<file path="src/rgblpg_pkg.sv">
// Package for the RGB light pattern generator: field widths, pattern
// modes, register indexes and reset constants. No dependencies.
`default_nettype none

package rgblpg_pkg;

  localparam int unsigned SAMPLE_W = 8;
  localparam int unsigned LEVEL_W  = 8;
  localparam int unsigned RATIO_W  = 9;
  localparam int unsigned SLEEP_W  = 16;
  localparam int unsigned TICK_W   = 17;
  localparam int unsigned MODE_W   = 3;
  localparam int unsigned CFG_IDX_W  = 3;
  localparam int unsigned CFG_DATA_W = 16;

  localparam logic [LEVEL_W-1:0] LEVEL_RESET = 8'd128;
  localparam logic [LEVEL_W-1:0] LEVEL_TOP   = 8'd255;
  localparam logic [SLEEP_W-1:0] SLEEP_RESET = 16'd100;
  localparam logic [RATIO_W-1:0] RATIO_ONE   = 9'd256;
  localparam logic [TICK_W-1:0]  TICK_MAX    = 17'h1FFFF;

  typedef enum logic [MODE_W-1:0] {
    MODE_OFF,
    MODE_ON,
    MODE_NOISE,
    MODE_FLICKER,
    MODE_FLASH,
    MODE_RAMP_UP,
    MODE_RAMP_DOWN
  } mode_e;

  typedef enum logic [CFG_IDX_W-1:0] {
    REG_PATTERN_MODE,
    REG_RANGE_MIN,
    REG_RANGE_MAX,
    REG_SLEEP_MS,
    REG_RED_RATIO,
    REG_GREEN_RATIO,
    REG_BLUE_RATIO
  } cfg_reg_e;

endpackage

`default_nettype wire

</file>
<file path="src/rgblpg_if.sv">
// Valid/ready channel interfaces for the pattern generator's input tick
// items and result items. Depends on rgblpg_pkg.
`default_nettype none

interface rgblpg_in_if;
  logic                               valid;
  logic                               ready;
  logic [rgblpg_pkg::SAMPLE_W-1:0]    random_sample;

  modport source (output valid, output random_sample, input ready);
  modport sink   (input valid, input random_sample, output ready);
endinterface

interface rgblpg_out_if;
  logic                               valid;
  logic                               ready;
  logic [rgblpg_pkg::LEVEL_W-1:0]     red_drive;
  logic [rgblpg_pkg::LEVEL_W-1:0]     green_drive;
  logic [rgblpg_pkg::LEVEL_W-1:0]     blue_drive;
  logic [rgblpg_pkg::LEVEL_W-1:0]     level_now;
  logic                               updated;

  modport source (output valid, output red_drive, output green_drive, output blue_drive,
                  output level_now, output updated, input ready);
  modport sink   (input valid, input red_drive, input green_drive, input blue_drive,
                  input level_now, input updated, output ready);
endinterface

`default_nettype wire

</file>
<file path="src/rgb_light_pattern_generator_unit.sv">
// Top level of the RGB light pattern generator: config registers, tick
// counter, level update and color scaling. Depends on rgblpg_pkg, rgblpg_if.
`default_nettype none

// Each input item is one millisecond tick with a random byte. The block
// counts ticks; once the count exceeds sleep_ms it moves the brightness
// level by the selected pattern (off, on, noise, flicker, flash, ramp up,
// ramp down), clears the count, and rescales red/green/blue as
// (level * ratio) >> 8, saturated at 255. Between updates all drives hold.
// Every tick yields exactly one result item, with updated flagging ticks
// that moved the level. The datapath is three register stages (input
// sample, level/counter update, color scaling into the output register),
// so a tick's result moves through those registers in that order to the
// output, and one item is taken per cycle while the output is read.
// The whole pipe advances together: a result that waits at the output
// freezes every stage and holds the input off until it is taken.
// Registers are written through cfg_we_i/cfg_idx_i/cfg_data_i by the user
// only while the block is idle; it does not enforce this. Index 7 ignored.
// Reset: mode off, range 0..255, sleep 100, ratios 1.0, level 128, drives 0.
module rgb_light_pattern_generator_unit (
  input  wire                              clk_i,
  input  wire                              rst_ni,
  input  wire                              cfg_we_i,
  input  wire [rgblpg_pkg::CFG_IDX_W-1:0]  cfg_idx_i,
  input  wire [rgblpg_pkg::CFG_DATA_W-1:0] cfg_data_i,
  rgblpg_in_if.sink                        item_in,
  rgblpg_out_if.source                     item_out
);
  import rgblpg_pkg::*;

  // configuration registers
  logic [MODE_W-1:0]  mode_q;
  logic [LEVEL_W-1:0] range_min_q;
  logic [LEVEL_W-1:0] range_max_q;
  logic [SLEEP_W-1:0] sleep_q;
  logic [RATIO_W-1:0] red_ratio_q;
  logic [RATIO_W-1:0] green_ratio_q;
  logic [RATIO_W-1:0] blue_ratio_q;

  // pipeline: A holds the sample, B the updated level, C is the output
  logic                advance;
  logic                a_valid_q;
  logic [SAMPLE_W-1:0] a_rnd_q;
  logic                b_valid_q;
  logic                b_upd_q;
  logic [LEVEL_W-1:0]  b_level_q;
  logic                c_valid_q;
  logic                c_upd_q;
  logic [LEVEL_W-1:0]  c_level_q;
  logic [LEVEL_W-1:0]  red_q;
  logic [LEVEL_W-1:0]  green_q;
  logic [LEVEL_W-1:0]  blue_q;

  // state
  logic [TICK_W-1:0]   elapsed_q;
  logic [TICK_W-1:0]   elapsed_inc;
  logic [TICK_W-1:0]   elapsed_d;
  logic [LEVEL_W-1:0]  level_q;
  logic [LEVEL_W-1:0]  level_next;
  logic [LEVEL_W-1:0]  level_d;
  logic                upd;

  // pattern arithmetic
  logic [LEVEL_W-1:0]    noise_span;
  logic [2*LEVEL_W-1:0]  noise_prod;
  logic [LEVEL_W:0]      ramp_up_sum;
  logic [LEVEL_W-1:0]    ramp_down_dif;

  // ---------------------------------------------------------------------
  // Configuration writes
  // ---------------------------------------------------------------------
  always_ff @(posedge clk_i or negedge rst_ni) begin
    if (!rst_ni) begin
      mode_q        <= MODE_OFF;
      range_min_q   <= '0;
      range_max_q   <= LEVEL_TOP;
      sleep_q       <= SLEEP_RESET;
      red_ratio_q   <= RATIO_ONE;
      green_ratio_q <= RATIO_ONE;
      blue_ratio_q  <= RATIO_ONE;
    end else if (cfg_we_i) begin
      case (cfg_reg_e'(cfg_idx_i))
        REG_PATTERN_MODE: mode_q        <= cfg_data_i[MODE_W-1:0];
        REG_RANGE_MIN:    range_min_q   <= cfg_data_i[LEVEL_W-1:0];
        REG_RANGE_MAX:    range_max_q   <= cfg_data_i[LEVEL_W-1:0];
        REG_SLEEP_MS:     sleep_q       <= cfg_data_i[SLEEP_W-1:0];
        REG_RED_RATIO:    red_ratio_q   <= cfg_data_i[RATIO_W-1:0];
        REG_GREEN_RATIO:  green_ratio_q <= cfg_data_i[RATIO_W-1:0];
        REG_BLUE_RATIO:   blue_ratio_q  <= cfg_data_i[RATIO_W-1:0];
        default: ;
      endcase
    end
  end

  // ---------------------------------------------------------------------
  // Handshake: the pipe moves unless a result sits unread at the output
  // ---------------------------------------------------------------------
  assign advance        = !c_valid_q || item_out.ready;
  assign item_in.ready  = advance;

  // ---------------------------------------------------------------------
  // Stage B logic: tick count and next level
  // ---------------------------------------------------------------------
  assign noise_span    = range_max_q - range_min_q;
  assign noise_prod    = {{LEVEL_W{1'b0}}, a_rnd_q} * {{SAMPLE_W{1'b0}}, noise_span};
  assign ramp_up_sum   = {1'b0, level_q} + {{LEVEL_W{1'b0}}, 1'b1};
  assign ramp_down_dif = level_q - {{(LEVEL_W-1){1'b0}}, 1'b1};

  always_comb begin
    case (mode_e'(mode_q))
      MODE_OFF:     level_next = '0;
      MODE_ON:      level_next = range_max_q;
      MODE_NOISE: begin
        // an empty or inverted range pins the level at the minimum
        if (range_max_q <= range_min_q) level_next = range_min_q;
        else level_next = range_min_q + noise_prod[2*LEVEL_W-1:LEVEL_W];
      end
      MODE_FLICKER: level_next = a_rnd_q[0] ? range_max_q : '0;
      MODE_FLASH:   level_next = (level_q == range_max_q) ? range_min_q : range_max_q;
      MODE_RAMP_UP: begin
        // compare before the 8-bit wrap so 255 + 1 goes back to the minimum
        if (ramp_up_sum > {1'b0, range_max_q}) level_next = range_min_q;
        else level_next = ramp_up_sum[LEVEL_W-1:0];
      end
      MODE_RAMP_DOWN: begin
        if (level_q == '0 || ramp_down_dif < range_min_q) level_next = range_max_q;
        else level_next = ramp_down_dif;
      end
      default:      level_next = level_q;  // unused code keeps the level
    endcase
  end

  always_comb begin
    elapsed_inc = (elapsed_q < TICK_MAX) ? elapsed_q + {{(TICK_W-1){1'b0}}, 1'b1}
                                         : elapsed_q;
    upd         = elapsed_inc > {1'b0, sleep_q};
    elapsed_d   = upd ? '0 : elapsed_inc;
    level_d     = upd ? level_next : level_q;
  end

  // ---------------------------------------------------------------------
  // Color scaling for stage C: (level * ratio) >> 8, saturated
  // ---------------------------------------------------------------------
  function automatic logic [LEVEL_W-1:0] scale_sat(input logic [LEVEL_W-1:0] lvl,
                                                   input logic [RATIO_W-1:0] ratio);
    logic [LEVEL_W+RATIO_W-1:0] prod;
    prod = {{RATIO_W{1'b0}}, lvl} * {{LEVEL_W{1'b0}}, ratio};
    return prod[LEVEL_W+RATIO_W-1] ? LEVEL_TOP : prod[LEVEL_W+RATIO_W-2:LEVEL_W];
  endfunction

  // ---------------------------------------------------------------------
  // Pipeline and state registers
  // ---------------------------------------------------------------------
  always_ff @(posedge clk_i or negedge rst_ni) begin
    if (!rst_ni) begin
      a_valid_q <= 1'b0;
      b_valid_q <= 1'b0;
      c_valid_q <= 1'b0;
      elapsed_q <= '0;
      level_q   <= LEVEL_RESET;
      red_q     <= '0;
      green_q   <= '0;
      blue_q    <= '0;
    end else if (advance) begin
      a_valid_q <= item_in.valid;
      b_valid_q <= a_valid_q;
      c_valid_q <= b_valid_q;
      if (a_valid_q) begin
        elapsed_q <= elapsed_d;
        level_q   <= level_d;
      end
      // drives are state too: they move only on an update tick
      if (b_valid_q && b_upd_q) begin
        red_q   <= scale_sat(b_level_q, red_ratio_q);
        green_q <= scale_sat(b_level_q, green_ratio_q);
        blue_q  <= scale_sat(b_level_q, blue_ratio_q);
      end
    end
  end

  // payload registers
  always_ff @(posedge clk_i) begin
    if (advance) begin
      if (item_in.valid) a_rnd_q <= item_in.random_sample;
      if (a_valid_q) begin
        b_upd_q   <= upd;
        b_level_q <= level_d;
      end
      if (b_valid_q) begin
        c_upd_q   <= b_upd_q;
        c_level_q <= b_level_q;
      end
    end
  end

  assign item_out.valid       = c_valid_q;
  assign item_out.red_drive   = red_q;
  assign item_out.green_drive = green_q;
  assign item_out.blue_drive  = blue_q;
  assign item_out.level_now   = c_level_q;
  assign item_out.updated     = c_upd_q;

  // ---------------------------------------------------------------------
  // Assertions
  // ---------------------------------------------------------------------
  // the largest sleep forces an update at 65536, so the count never goes past it
  a_tick_bound: assert property (@(posedge clk_i) disable iff (!rst_ni)
    elapsed_q <= 17'h10000)
    else $error("tick counter ran past the largest sleep");

  // input only stalls behind an unread result
  a_stall_cause: assert property (@(posedge clk_i) disable iff (!rst_ni)
    !item_in.ready |-> (item_out.valid && !item_out.ready))
    else $error("input stalled without output backpressure");

  // off mode always drives the level to zero on an update
  a_off_zero: assert property (@(posedge clk_i) disable iff (!rst_ni)
    (item_out.valid && item_out.updated && mode_q == MODE_OFF) |-> item_out.level_now == '0)
    else $error("off mode update left a nonzero level");

  // unity ratio passes the updated level straight to the red drive
  a_unity_red: assert property (@(posedge clk_i) disable iff (!rst_ni)
    (item_out.valid && item_out.updated && red_ratio_q == RATIO_ONE)
      |-> item_out.red_drive == item_out.level_now)
    else $error("red drive does not match level at unity ratio");

endmodule

`default_nettype wire

</file>
<file path="src/flat_wrapper.sv">
// flat-port wrapper written by rule: the top's interface ports become plain ports
module rgb_light_pattern_generator_unit_flat import rgblpg_pkg::*;
  (clk_i, rst_ni, cfg_we_i, cfg_idx_i, cfg_data_i, item_in_valid, item_in_random_sample, item_in_ready, item_out_valid, item_out_red_drive, item_out_green_drive, item_out_blue_drive, item_out_level_now, item_out_updated, item_out_ready);
  rgblpg_in_if item_in_i ();
  rgblpg_out_if item_out_i ();
  input  wire clk_i;
  input  wire rst_ni;
  input  wire cfg_we_i;
  input  wire [rgblpg_pkg::CFG_IDX_W-1:0] cfg_idx_i;
  input  wire [rgblpg_pkg::CFG_DATA_W-1:0] cfg_data_i;
  input wire logic [$bits(item_in_i.valid)-1:0] item_in_valid;
  input wire logic [$bits(item_in_i.random_sample)-1:0] item_in_random_sample;
  output wire logic [$bits(item_in_i.ready)-1:0] item_in_ready;
  output wire logic [$bits(item_out_i.valid)-1:0] item_out_valid;
  output wire logic [$bits(item_out_i.red_drive)-1:0] item_out_red_drive;
  output wire logic [$bits(item_out_i.green_drive)-1:0] item_out_green_drive;
  output wire logic [$bits(item_out_i.blue_drive)-1:0] item_out_blue_drive;
  output wire logic [$bits(item_out_i.level_now)-1:0] item_out_level_now;
  output wire logic [$bits(item_out_i.updated)-1:0] item_out_updated;
  input wire logic [$bits(item_out_i.ready)-1:0] item_out_ready;
  assign item_in_i.valid = item_in_valid;
  assign item_in_i.random_sample = item_in_random_sample;
  assign item_in_ready = item_in_i.ready;
  assign item_out_valid = item_out_i.valid;
  assign item_out_red_drive = item_out_i.red_drive;
  assign item_out_green_drive = item_out_i.green_drive;
  assign item_out_blue_drive = item_out_i.blue_drive;
  assign item_out_level_now = item_out_i.level_now;
  assign item_out_updated = item_out_i.updated;
  assign item_out_i.ready = item_out_ready;
  rgb_light_pattern_generator_unit u_core (.clk_i(clk_i), .rst_ni(rst_ni), .cfg_we_i(cfg_we_i), .cfg_idx_i(cfg_idx_i), .cfg_data_i(cfg_data_i), .item_in(item_in_i), .item_out(item_out_i));
endmodule
</file>
<file path="config.mk">
export PLATFORM = sky130hd
export DESIGN_NAME = rgb_light_pattern_generator_unit_flat
export DESIGN_NICKNAME = d
export VERILOG_FILES = /design/src/rgblpg_pkg.sv /design/src/rgblpg_if.sv /design/src/rgb_light_pattern_generator_unit.sv /design/src/flat_wrapper.sv
export SDC_FILE = /design/constraint.sdc
export NUM_CORES = 1
export LEC_CHECK = 0
export ABC_AREA = 0
export BUFFER_PORTS_ARGS = -buffer_cell sky130_fd_sc_hd__buf_2
export CORE_MARGIN = 2
export CORE_UTILIZATION = 59
export CTS_BUF_LIST = sky130_fd_sc_hd__clkbuf_4
export DETAILED_ROUTE_END_ITERATION = 8
export PLACE_DENSITY = 0.78
export SLEW_MARGIN = 20
export SYNTH_ARGS = -nofsm -noshare
export SYNTH_HDL_FRONTEND = slang
export SYNTH_SLANG_ARGS = --single-unit
export TNS_END_PERCENT = 20
</file>
<file path="constraint.sdc">
create_clock -name clk_i -period 6.6 [get_ports clk_i]
set_clock_uncertainty 0.05 [all_clocks]
set_input_delay 0.99 -clock clk_i [delete_from_list [all_inputs] [get_ports clk_i]]
set_output_delay 0.99 -clock clk_i [all_outputs]
set_load 0.01 [all_outputs]
</file>
==> key figures, run 1 <==
Clock tree
  – # clock sinks: 140
  – Worst skew pair latency: 580 ps
  – CTS root buffer: clkbuf_4
  – H-tree depth: 4
  – CTS buffer count: 17
  – TritonCTS clock tree: done
  – Clock Tree Buf Depth: 2
  – Clk pin slew, worst setup/hold paths: 150 ps
  – CTS Hold Bufs: 0

STA
  – Final period util: 1.13
  – Worst slew margin: 0.371
  – Post-layout minimum cycle time: 7460 ps
  – Final Hold Fails: 0
  – RSZ-0062 raised after global routing: yes
  – Final setup violating endpoints: 13
  – Max Fclk: between 100 and 150 MHz
  – Slew Limit Fails: 0
  – Slew of the pin with the lowest slew margin: between 900 and 1000 ps
  – Setup ws final: -860 ps

Status
  – Status: finished, violations left
  – Failing checks: design-rule violations, negative setup slack

Floorplanning
  – Rows: just under 60
  – I/O pin cnt: 67
  – Die Area: approximately 28000 sq um
  – Die height: ~170 microns
  – Die Width: about 170 microns
  – Core Area: ~26000 sq um
  – Initial core utilization: 0.603

Route
  – Initial drt markers: approximately 940
  – Wire per inst: roughly 18 microns
  – Drt pass-1 iters: 7
  – Vias: 12316
  – Residual DRC: 1
  – ANT nets after route: 0
  – Vias/cell: a little under 6
  – Routed Wire Length: between 30000 and 40000 microns

Final layout
  – Area delta synth->final: 12.4%
  – Design area: around 18000 sq um
  – Post-Layout Cell Count: between 2000 and 2500
  – Most common cell after layout, fill and taps aside: inv_1
  – Most frequent cells in the layout: inv_1, nand2_1, ha_1, fa_1, and2_1
  – Layout cells sized above 1: 0.194
  – Nets@finish: between 2000 and 2500
  – Post-layout util: 0.678

Yosys
  – Post-synth EDFFs: 26
  – Syn Area/Cell: between 9 and 10 sq um
  – Syn Nets: 2018
  – Post-Synthesis Cells: between 1500 and 2000
  – Synthesized area: ~16000 sq um
  – Unique masters post-synth: 76
  – Main flop type after synthesis: dfrtp_1
  – Synthesized flop and latch total: 140
  – Asr flop ratio synth: 0.814
  – Sequential-to-total area share from yosys stat: 0.232
  – Synth Warn #: 0

Run
  – Max_cap viols: 0

Place
  – Cells after DPL: slightly above 2000
  – Setup WS pre-CTS: -856 ps
  – HPWL Detailed: around 29000 microns
  – Placed inst area: ~17000 sq um
  – Gpl congestion: between 0.9 and 1
  – # port buffers: between 60 and 70

Setup path
  – FF-to-FF path depth: 28
  – FF-to-FF Start: u_core.range_max_q[1]$_DFFE_PN1P_
  – Element type at the critical path end: flop
  – Critical Path Fanout Max: 4
  – RR Endpoint: u_core.b_level_q[7]$_DFFE_PP_
  – Data required time of the worst path: 6900 ps
  – Worst Setup Start Kind: flop
  – Delay-heaviest family, CP: adder cells
  – R2R Setup Slk: -860 ps
  – Slowest stage delay, CP: between 500 and 600 ps
  – Worst setup endpoint: u_core.b_level_q[7]$_DFFE_PP_
  – Worst EP arrival: between 7000 and 8000 ps
  – Crit path depth: 28
  – Worst setup path startpoint: u_core.range_max_q[1]$_DFFE_PN1P_
  – CP Class: reg -> reg
  – CP bufs+invs: 1
  – CP max stage cell: dfstp_2

Global routing
  – Largest net degree at the start of global routing: between 60 and 70
  – First-pass GRT wire length: 62000 microns
  – GRT overflow: 0
  – All-Layer GR Usage: 0.277
  – Antenna violations before repair: 1
  – Via count of the first global-routing pass: between 10000 and 15000

Worst hold path
  – Hold Path Class: in -> async
## synth_stat cells, drive strengths merged, types with 5 or more instances
| library cell | count | area [sq um] |
|---|---|---|
| a21boi | 5 | 37.5 |
| o21ai | 55 | 275 |
| nand4 | 14 | 87.6 |
| fa | 160 | 3200 |
| a21o | 20 | 150 |
| nor4 | 6 | 43.8 |
| and2 | 151 | 945 |
| inv | 229 | 860 |
| a211o | 9 | 78.8 |
| o21a | 14 | 105 |
| ha | 186 | 2330 |
| a221o | 7 | 70.1 |
| dfstp | 15 | 394 |
| nor2b | 15 | 93.8 |
| mux2 | 62 | 698 |
| a211oi | 6 | 45.0 |
| a31oi | 22 | 144 |
| a21oi | 26 | 130 |
| o31ai | 5 | 37.5 |
| dfrtp | 99 | 2480 |
| xor2 | 39 | 342 |
| nor3 | 14 | 70.1 |
| nand2 | 182 | 683 |
| nor3b | 12 | 90.1 |
| nor2 | 57 | 216 |
| edfxtp | 26 | 781 |
| nand2b | 8 | 50.1 |
| nand3 | 26 | 130 |
| clkbuf | 44 | 165 |
| buf | 11 | 61.3 |
| and3 | 14 | 87.6 |
| a22o | 10 | 87.6 |
| xnor2 | 35 | 307 |
## cell type report
| cell class | count | area, sq um |
|---|---|---|
| Multi-Input combinational cell | 1214 | 11300 |
| Fill cell | 2029 | 8430 |
| Sequential cell | 140 | 3650 |
| Timing Repair Buffer | 174 | 1150 |
| Inverter | 231 | 870 |
| Tap cell | 335 | 419 |
| Clock buffer | 19 | 143 |
| Clock inverter | 13 | 133 |
| Antenna cell | 1 | 2.50 |
## through the flow
step	TNS, ps	hold slack [ps]
final	-5340	371
after global routing	-9200	387
after CTS	-3880	368
after detailed placement	-4810	408
after global placement	-3150	411
after floorplan	-1060	374
## cells by family after synthesis
group / after synthesis / share of synthesized area
buffers and inverters: 286 / 0.0694
adders and majority gates: 346 / 0.351
and+or+nand+nor: 517 / 0.167
DFF: 140 / 0.232
AOI/OAI and AO/OA: 214 / 0.0940
xor gates and xnor gates: 74 / 0.0412
muxes: 63 / 0.0450
## how the worst min path moves through the flow
stage,from,to,slack (ps),cells after the start
global placement,u_core.b_upd_q$_DFFE_PP_,u_core.item_out.updated$_DFFE_PP_,410,0
CTS,rst_ni,u_core.elapsed_q[11]$_DFFE_PN0P_,370,1
floorplan,u_core.b_level_q[1]$_DFFE_PP_,u_core.item_out.level_now[1]$_DFFE_PP_,370,0
detailed placement,u_core.b_upd_q$_DFFE_PP_,u_core.item_out.updated$_DFFE_PP_,410,0
global route,rst_ni,u_core.sleep_q[12]$_DFFE_PN0P_,390,1
finish,rst_ni,u_core.sleep_q[12]$_DFFE_PN0P_,370,1
## sequential cells by signal (all words and copies together) (netlist names)
signal,flops
u_core.a_rnd_q,8
u_core.a_valid_q,1
u_core.b_level_q,8
u_core.b_upd_q,1
u_core.b_valid_q,1
u_core.blue_ratio_q,9
u_core.elapsed_q,17
u_core.green_ratio_q,9
u_core.item_out.blue_drive,8
u_core.item_out.green_drive,8
u_core.item_out.level_now,8
u_core.item_out.red_drive,8
u_core.item_out.updated,1
u_core.item_out.valid,1
u_core.level_q,8
u_core.mode_q,3
u_core.range_max_q,8
u_core.range_min_q,8
u_core.red_ratio_q,9
u_core.sleep_q,16
## per-layer routing
layer  wire (microns)  track usage  up-vias
li1                 -            -     5708
met1            16100        0.363     6165
met2            18800        0.479      364
met3             2070       0.0338       79
met4             1140       0.0960        0
met5                0            0        -
## repair_timing
action / 4_1_cts / 5_1_grt
gates resized for setup: 25 / 41
pin swaps: 23 / 42
setup buffers: 7 / 13
endpoints found under the setup margin: 13 / 16
Power of run 1 is left out: the tool's default activity adds up to more than one toggle a clock period on the data nets, which glitch-free logic cannot reach.
==> run 2, diff against run 1 <==
- CORE_ASPECT_RATIO: not set -> 1.25
==> run 2 against run 1 <==
The run ends with negative setup slack left. Sequential cell count unchanged. Maximum frequency rose by 3.3%. Die area hardly changed. Critical path depth grew 4. Count of clock-buffer cells in the layout unchanged. Global-route usage grew 0.16 points. Register-to-register slack better by 230 ps. Critical endpoint unchanged.
==> key figures, run 2 (synthesis results as in run 1) <==
Status
  – Status: finished, violations left (unchanged)
  – Failing checks: negative setup slack (was design-rule violations, negative setup slack)

Route
  – Initial drt markers: 704 (was 944)
  – WL met3: 1670 microns (was 2070 microns)
  – Wire per inst: 17.8 microns (was 17.9 microns)
  – Vias: 12202 (was 12316)
  – Drt pass-1 iters: 8 (was 7)
  – Vias/cell: 5.76 (was 5.79)
  – Routed Wire Length: 37600 microns (was 38100 microns)
  – Residual DRC: 0 (was 1)
  – DR WL met2: 19400 microns (was 18800 microns)
  – Max Used Layer: met4 (unchanged)
  – ANT nets after route: 0 (unchanged)
  – DRT met1 WL: 15200 microns (was 16100 microns)

Global routing
  – GRT overflow: 0 (unchanged)
  – First-pass GRT wire length: 62100 microns (was 62000 microns)
  – Via count of the first global-routing pass: 12719 (was 12624)
  – Largest net degree at the start of global routing: 72 (was 67)
  – Antenna violations before repair: 1 (unchanged)
  – All-Layer GR Usage: 0.279 (was 0.277)

Worst hold path
  – Hold Path Class: in -> async (unchanged)

STA
  – RSZ-0062 raised after global routing: yes (unchanged)
  – Final setup violating endpoints: 13 (unchanged)
  – Setup ws final: -625 ps (was -860 ps)
  – Max Fclk: 138 MHz (was 134 MHz)
  – TNS Setup: -4270 ps (was -5340 ps)
  – Final period util: 1.09 (was 1.13)
  – Slew of the pin with the lowest slew margin: 968 ps (was 938 ps)
  – Post-layout minimum cycle time: 7230 ps (was 7460 ps)
  – Final Hold Fails: 0 (unchanged)
  – Worst slew margin: 0.354 (was 0.371)
  – Slew Limit Fails: 0 (unchanged)

Final layout
  – Top reg by flops: u_core.elapsed_q (unchanged)
  – Max reg flops: 17 (unchanged)
  – Layout cells sized above 1: 0.189 (was 0.194)
  – Fillcell total: 2001 (was 2029)
  – Most common cell after layout, fill and taps aside: inv_1 (unchanged)
  – Most frequent cells in the layout: inv_1, nand2_1, ha_1, fa_1, and2_1 (unchanged)
  – Area delta synth->final: 11.5% (was 12.4%)
  – Biggest regs: u_core.elapsed_q: 17 flops, u_core.sleep_q: 16 flops (unchanged)
  – Post-layout util: 0.671 (was 0.678)
  – Nets@finish: 2141 (was 2156)

Setup path
  – Worst EP arrival: 7540 ps (was 7760 ps)
  – CP Class: reg -> reg (unchanged)
  – Critical Path Fanout Max: 3 (was 4)
  – Element type at the critical path end: flop (unchanged)
  – RR Endpoint: u_core.b_level_q[7]$_DFFE_PP_ (unchanged)
  – Delay-heaviest family, CP: adder cells (unchanged)
  – Data required time of the worst path: 6910 ps (was 6900 ps)
  – FF-to-FF Start: u_core.range_max_q[0]$_DFFE_PN1P_ (was u_core.range_max_q[1]$_DFFE_PN1P_)
  – CP max stage cell: fa_1 (was dfstp_2)
  – CP bufs+invs: 6 (was 1)
  – Slowest stage delay, CP: 510 ps (was 580 ps)
  – R2R Setup Slk: -630 ps (was -860 ps)
  – Worst Setup Start Kind: flop (unchanged)
  – FF-to-FF path depth: 32 (was 28)

Clock tree
  – CTS root buffer: clkbuf_4 (unchanged)
  – Worst skew pair latency: 600 ps (was 580 ps)
  – TritonCTS clock tree: done (unchanged)
  – Clock Tree Buf Depth: 2 (unchanged)
  – # clock sinks: 140 (unchanged)
  – CTS buffer count: 17 (unchanged)
  – Clk pin slew, worst setup/hold paths: 150 ps (about the same)
  – CTS Hold Bufs: 0 (unchanged)
  – H-tree depth: 4 (unchanged)

Place
  – Gpl congestion: 0.959 (was 0.962)
  – # port buffers: 66 (unchanged)
  – HPWL Detailed: 29000 microns (was 29400 microns)

Floorplanning
  – Initial core utilization: 0.602 (was 0.603)
  – Core Area: 26200 sq um (was 26100 sq um)
  – I/O pin cnt: 67 (unchanged)
  – Die Area: 28000 sq um (about the same)
  – Die Width: 150 microns (was 167 microns)
  – Rows: 66 (was 59)
  – Die height: 187 microns (was 167 microns)

Run
  – Max_cap viols: 0 (unchanged)
==> run 2: worst reg2reg max path, delay by kind of cell, from the launching register on <==
family / cells / cell delay (ps)
compound gates: 11 / 2390
xor+xnor: 2 / 350
fa+ha+maj: 8 / 2810
buf+inv: 6 / 430
flops: 1 / 390
mux: 1 / 290
simple gates: 4 / 290
==> run 2: how the worst max path moves through the flow <==
stage	from	endpoint	slack (ps)	cells past startpoint
4_1_cts	u_core.range_max_q[0]$_DFFE_PN1P_	u_core.b_level_q[7]$_DFFE_PP_	-580	33
5_1_grt	u_core.range_max_q[0]$_DFFE_PN1P_	u_core.b_level_q[7]$_DFFE_PP_	-940	33
6_report	u_core.range_max_q[0]$_DFFE_PN1P_	u_core.b_level_q[7]$_DFFE_PP_	-630	32
2_1_floorplan	u_core.range_max_q[1]$_DFFE_PN1P_	u_core.b_level_q[7]$_DFFE_PP_	-390	29
3_5_place_dp	u_core.range_max_q[0]$_DFFE_PN1P_	u_core.b_level_q[7]$_DFFE_PP_	-780	31
3_3_place_gp	u_core.range_max_q[0]$_DFFE_PN1P_	u_core.b_level_q[7]$_DFFE_PP_	-590	29
==> run 2: area by class of cell <==
| type | count | area [sq um] | area share |
|---|---|---|---|
| Sequential cell | 140 | 3650 | 0.208 |
| Clock inverter | 13 | 115 | 0.00655 |
| Antenna cell | 1 | 2.50 | 0.000142 |
| Inverter | 231 | 867 | 0.0494 |
| Tap cell | 340 | 425 | 0.0242 |
| Timing Repair Buffer | 159 | 1030 | 0.0587 |
| Multi-Input combinational cell | 1214 | 11300 | 0.645 |
| Clock buffer | 19 | 143 | 0.00812 |
==> run 2: routing by layer <==
layer	global-route usage	vias up
li1	-	5677
met1	0.344	6061
met2	0.493	354
met3	0.0340	110
met4	0.107	0
met5	0	-
==> run 2: stage by stage <==
stage / setup slack [ps] / std cells / hold WS [ps] / area [sq um]
global route: -937 / 2117 / 347 / 17600
CTS: -580 / 2114 / 318 / 17400
detailed placement: -780 / 2072 / 425 / 16900
global placement: -589 / 2072 / 421 / 16900
floorplan: -394 / 1640 / 374 / 15800
finish: -625 / 2117 / 318 / 17600
==> run 2: what timing repair did <==
action | in CTS | in global routing
pin swaps | 39 | 24
resized for setup | 39 | 24
setup buffers | 10 | 3
setup endpoints to repair | 15 | 15
Power of run 2 is left out for the same reason.
==> run 3, diff against run 2 <==
- REMOVE_ABC_BUFFERS: not set -> 1
==> run 3 against run 2 <==
The run still ends with negative setup slack left. Via count rose by 0.60%. Non-clock buffer count rose by 11. Register-to-register slack got worse by 140 ps. Final area rose by 0.59%. Sequential cell count did not move. Global-route usage rose by 0.67 points. Hold slack improved by 67 ps. Maximum frequency fell by 1.9%. Critical path depth fell by 2. First-iteration DRC count rose by 13%.
==> key figures, run 3 (synthesis results as in run 1) <==
Status
  – Status: finished, violations left (unchanged)
  – Failing checks: negative setup slack (unchanged)

Place
  – HPWL Detailed: 29300 microns (was 29000 microns)
  – Gpl congestion: 1.03 (was 0.959)
  – Setup WS pre-CTS: -911 ps (was -780 ps)
  – Cells after DPL: 2083 (was 2072)
  – # port buffers: 66 (unchanged)

Setup path
  – Crit path top cell by count: o21ai_2
  – Worst EP arrival: 7690 ps (was 7540 ps)
  – FF-to-FF Start: u_core.range_max_q[0]$_DFFE_PN1P_ (unchanged)
  – FF-to-FF path depth: 30 (was 32)
  – Critical Path Fanout Max: 3 (unchanged)
  – Data required time of the worst path: 6920 ps (was 6910 ps)
  – Worst Setup Start Kind: flop (unchanged)
  – Slowest stage delay, CP: 580 ps (was 510 ps)
  – RR Endpoint: u_core.b_level_q[7]$_DFFE_PP_ (unchanged)
  – Element type at the critical path end: flop (unchanged)
  – CP max stage cell: dfstp_2 (was fa_1)
  – CP Class: reg -> reg (unchanged)
  – R2R Setup Slk: -770 ps (was -630 ps)

Route
  – Drt pass-1 iters: 5 (was 8)
  – Wire per inst: 17.9 microns (was 17.8 microns)
  – Residual DRC: 0 (unchanged)
  – ANT nets after route: 0 (unchanged)
  – Vias: 12275 (was 12202)
  – Vias/cell: 5.76 (about the same)
  – Initial drt markers: 796 (was 704)
  – Routed Wire Length: 38200 microns (was 37600 microns)

STA
  – Max Fclk: 136 MHz (was 138 MHz)
  – Final Hold Fails: 0 (unchanged)
  – Worst slew margin: 0.329 (was 0.354)
  – TNS Setup: -5170 ps (was -4270 ps)
  – RSZ-0062 raised after global routing: yes (unchanged)
  – Final period util: 1.12 (was 1.09)
  – Setup ws final: -766 ps (was -625 ps)
  – Slew of the pin with the lowest slew margin: 1000 ps (was 968 ps)
  – Slew Limit Fails: 0 (unchanged)
  – Final setup violating endpoints: 14 (was 13)
  – Post-layout minimum cycle time: 7370 ps (was 7230 ps)

Global routing
  – Largest net degree at the start of global routing: 61 (was 72)
  – GRT overflow: 0 (unchanged)
  – Antenna violations before repair: 5 (was 1)
  – All-Layer GR Usage: 0.285 (was 0.279)
  – First-pass GRT wire length: 62900 microns (was 62100 microns)
  – Via count of the first global-routing pass: 12998 (was 12719)

Final layout
  – Post-Layout Cell Count: 2132 (was 2117)
  – Biggest regs: u_core.elapsed_q: 17 flops, u_core.sleep_q: 16 flops (unchanged)
  – Layout cells sized above 1: 0.194 (was 0.189)
  – Most frequent cells in the layout: inv_1, nand2_1, ha_1, fa_1, and2_1 (unchanged)
  – Area delta synth->final: 12.2% (was 11.5%)
  – Top reg by flops: u_core.elapsed_q (unchanged)
  – Most common cell after layout, fill and taps aside: inv_1 (unchanged)
  – Max reg flops: 17 (unchanged)
  – Fillcell total: 2013 (was 2001)
  – Nets@finish: 2152 (was 2141)
  – Post-layout util: 0.675 (was 0.671)

Clock tree
  – CTS buffer count: 17 (unchanged)
  – Clk pin slew, worst setup/hold paths: 140 ps (was 150 ps)
  – # clock sinks: 140 (unchanged)
  – TritonCTS clock tree: done (unchanged)
  – CTS Hold Bufs: 0 (unchanged)
  – Worst skew pair latency: 600 ps (about the same)
  – Clock Tree Buf Depth: 2 (unchanged)
  – CTS root buffer: clkbuf_4 (unchanged)
  – H-tree depth: 4 (unchanged)

Floorplanning
  – Die height: 187 microns (unchanged)
  – Die Width: 150 microns (unchanged)
  – Die Area: 28000 sq um (unchanged)
  – Core Area: 26200 sq um (unchanged)
  – I/O pin cnt: 67 (unchanged)
  – Initial core utilization: 0.602 (unchanged)
  – Rows: 66 (unchanged)

Run
  – Max_cap viols: 0 (unchanged)

Worst hold path
  – Hold Path Class: in -> async (unchanged)
==> run 3: cell type report <==
cell class / instances / area (sq um) / area share
antenna: 5 / 12.5 / 0.000708
multi-input combinational: 1214 / 11300 / 0.641
clock inverter: 15 / 141 / 0.00800
sequential: 140 / 3650 / 0.207
inverter: 231 / 870 / 0.0492
clock buffer: 17 / 128 / 0.00722
tap: 340 / 425 / 0.0241
timing repair buffer: 170 / 1120 / 0.0635
==> run 3: worst max-delay path: cells and delay by family (launching register included) <==
| family | cells | cell delay [ps] |
|---|---|---|
| simple gates | 6 | 1380 |
| xor+xnor | 1 | 170 |
| flops | 1 | 580 |
| buf+inv | 3 | 230 |
| compound gates | 12 | 1700 |
| mux | 1 | 300 |
| fa+ha+maj | 7 | 2720 |
==> run 3: per-layer routing <==
| layer | up-vias | wire length [microns] | track usage |
|---|---|---|---|
| met5 | - | 0 | 0 |
| met4 | 0 | 1750 | 0.146 |
| met3 | 114 | 1380 | 0.0347 |
| met2 | 331 | 19900 | 0.498 |
| met1 | 6131 | 15200 | 0.344 |
| li1 | 5699 | - | - |
==> run 3: what timing repair did <==
action | 4_1_cts | 5_1_grt
buffers inserted | 6 | 6
resized for setup | 54 | 22
pin swaps | 44 | 29
endpoints found under the setup margin | 14 | 16
gates cloned | 0 | 0
==> run 3: worst max path at each step <==
stage	start	end	cells past startpoint
after global routing	u_core.range_max_q[0]$_DFFE_PN1P_	u_core.b_level_q[7]$_DFFE_PP_	33
after detailed placement	u_core.range_max_q[0]$_DFFE_PN1P_	u_core.b_level_q[7]$_DFFE_PP_	31
after global placement	u_core.range_max_q[0]$_DFFE_PN1P_	u_core.b_level_q[7]$_DFFE_PP_	32
final	u_core.range_max_q[0]$_DFFE_PN1P_	u_core.b_level_q[7]$_DFFE_PP_	30
after floorplan	u_core.range_max_q[1]$_DFFE_PN1P_	u_core.b_level_q[7]$_DFFE_PP_	29
after CTS	u_core.range_max_q[1]$_DFFE_PN1P_	u_core.b_level_q[7]$_DFFE_PP_	32
==> run 3: per-stage QoR <==
step	cell area, sq um	hold WS (ps)
after detailed placement	17000	420
after CTS	17500	379
after global routing	17700	417
after global placement	17000	404
after floorplan	15500	392
final	17700	385
Power of run 3 is left out for the same reason.
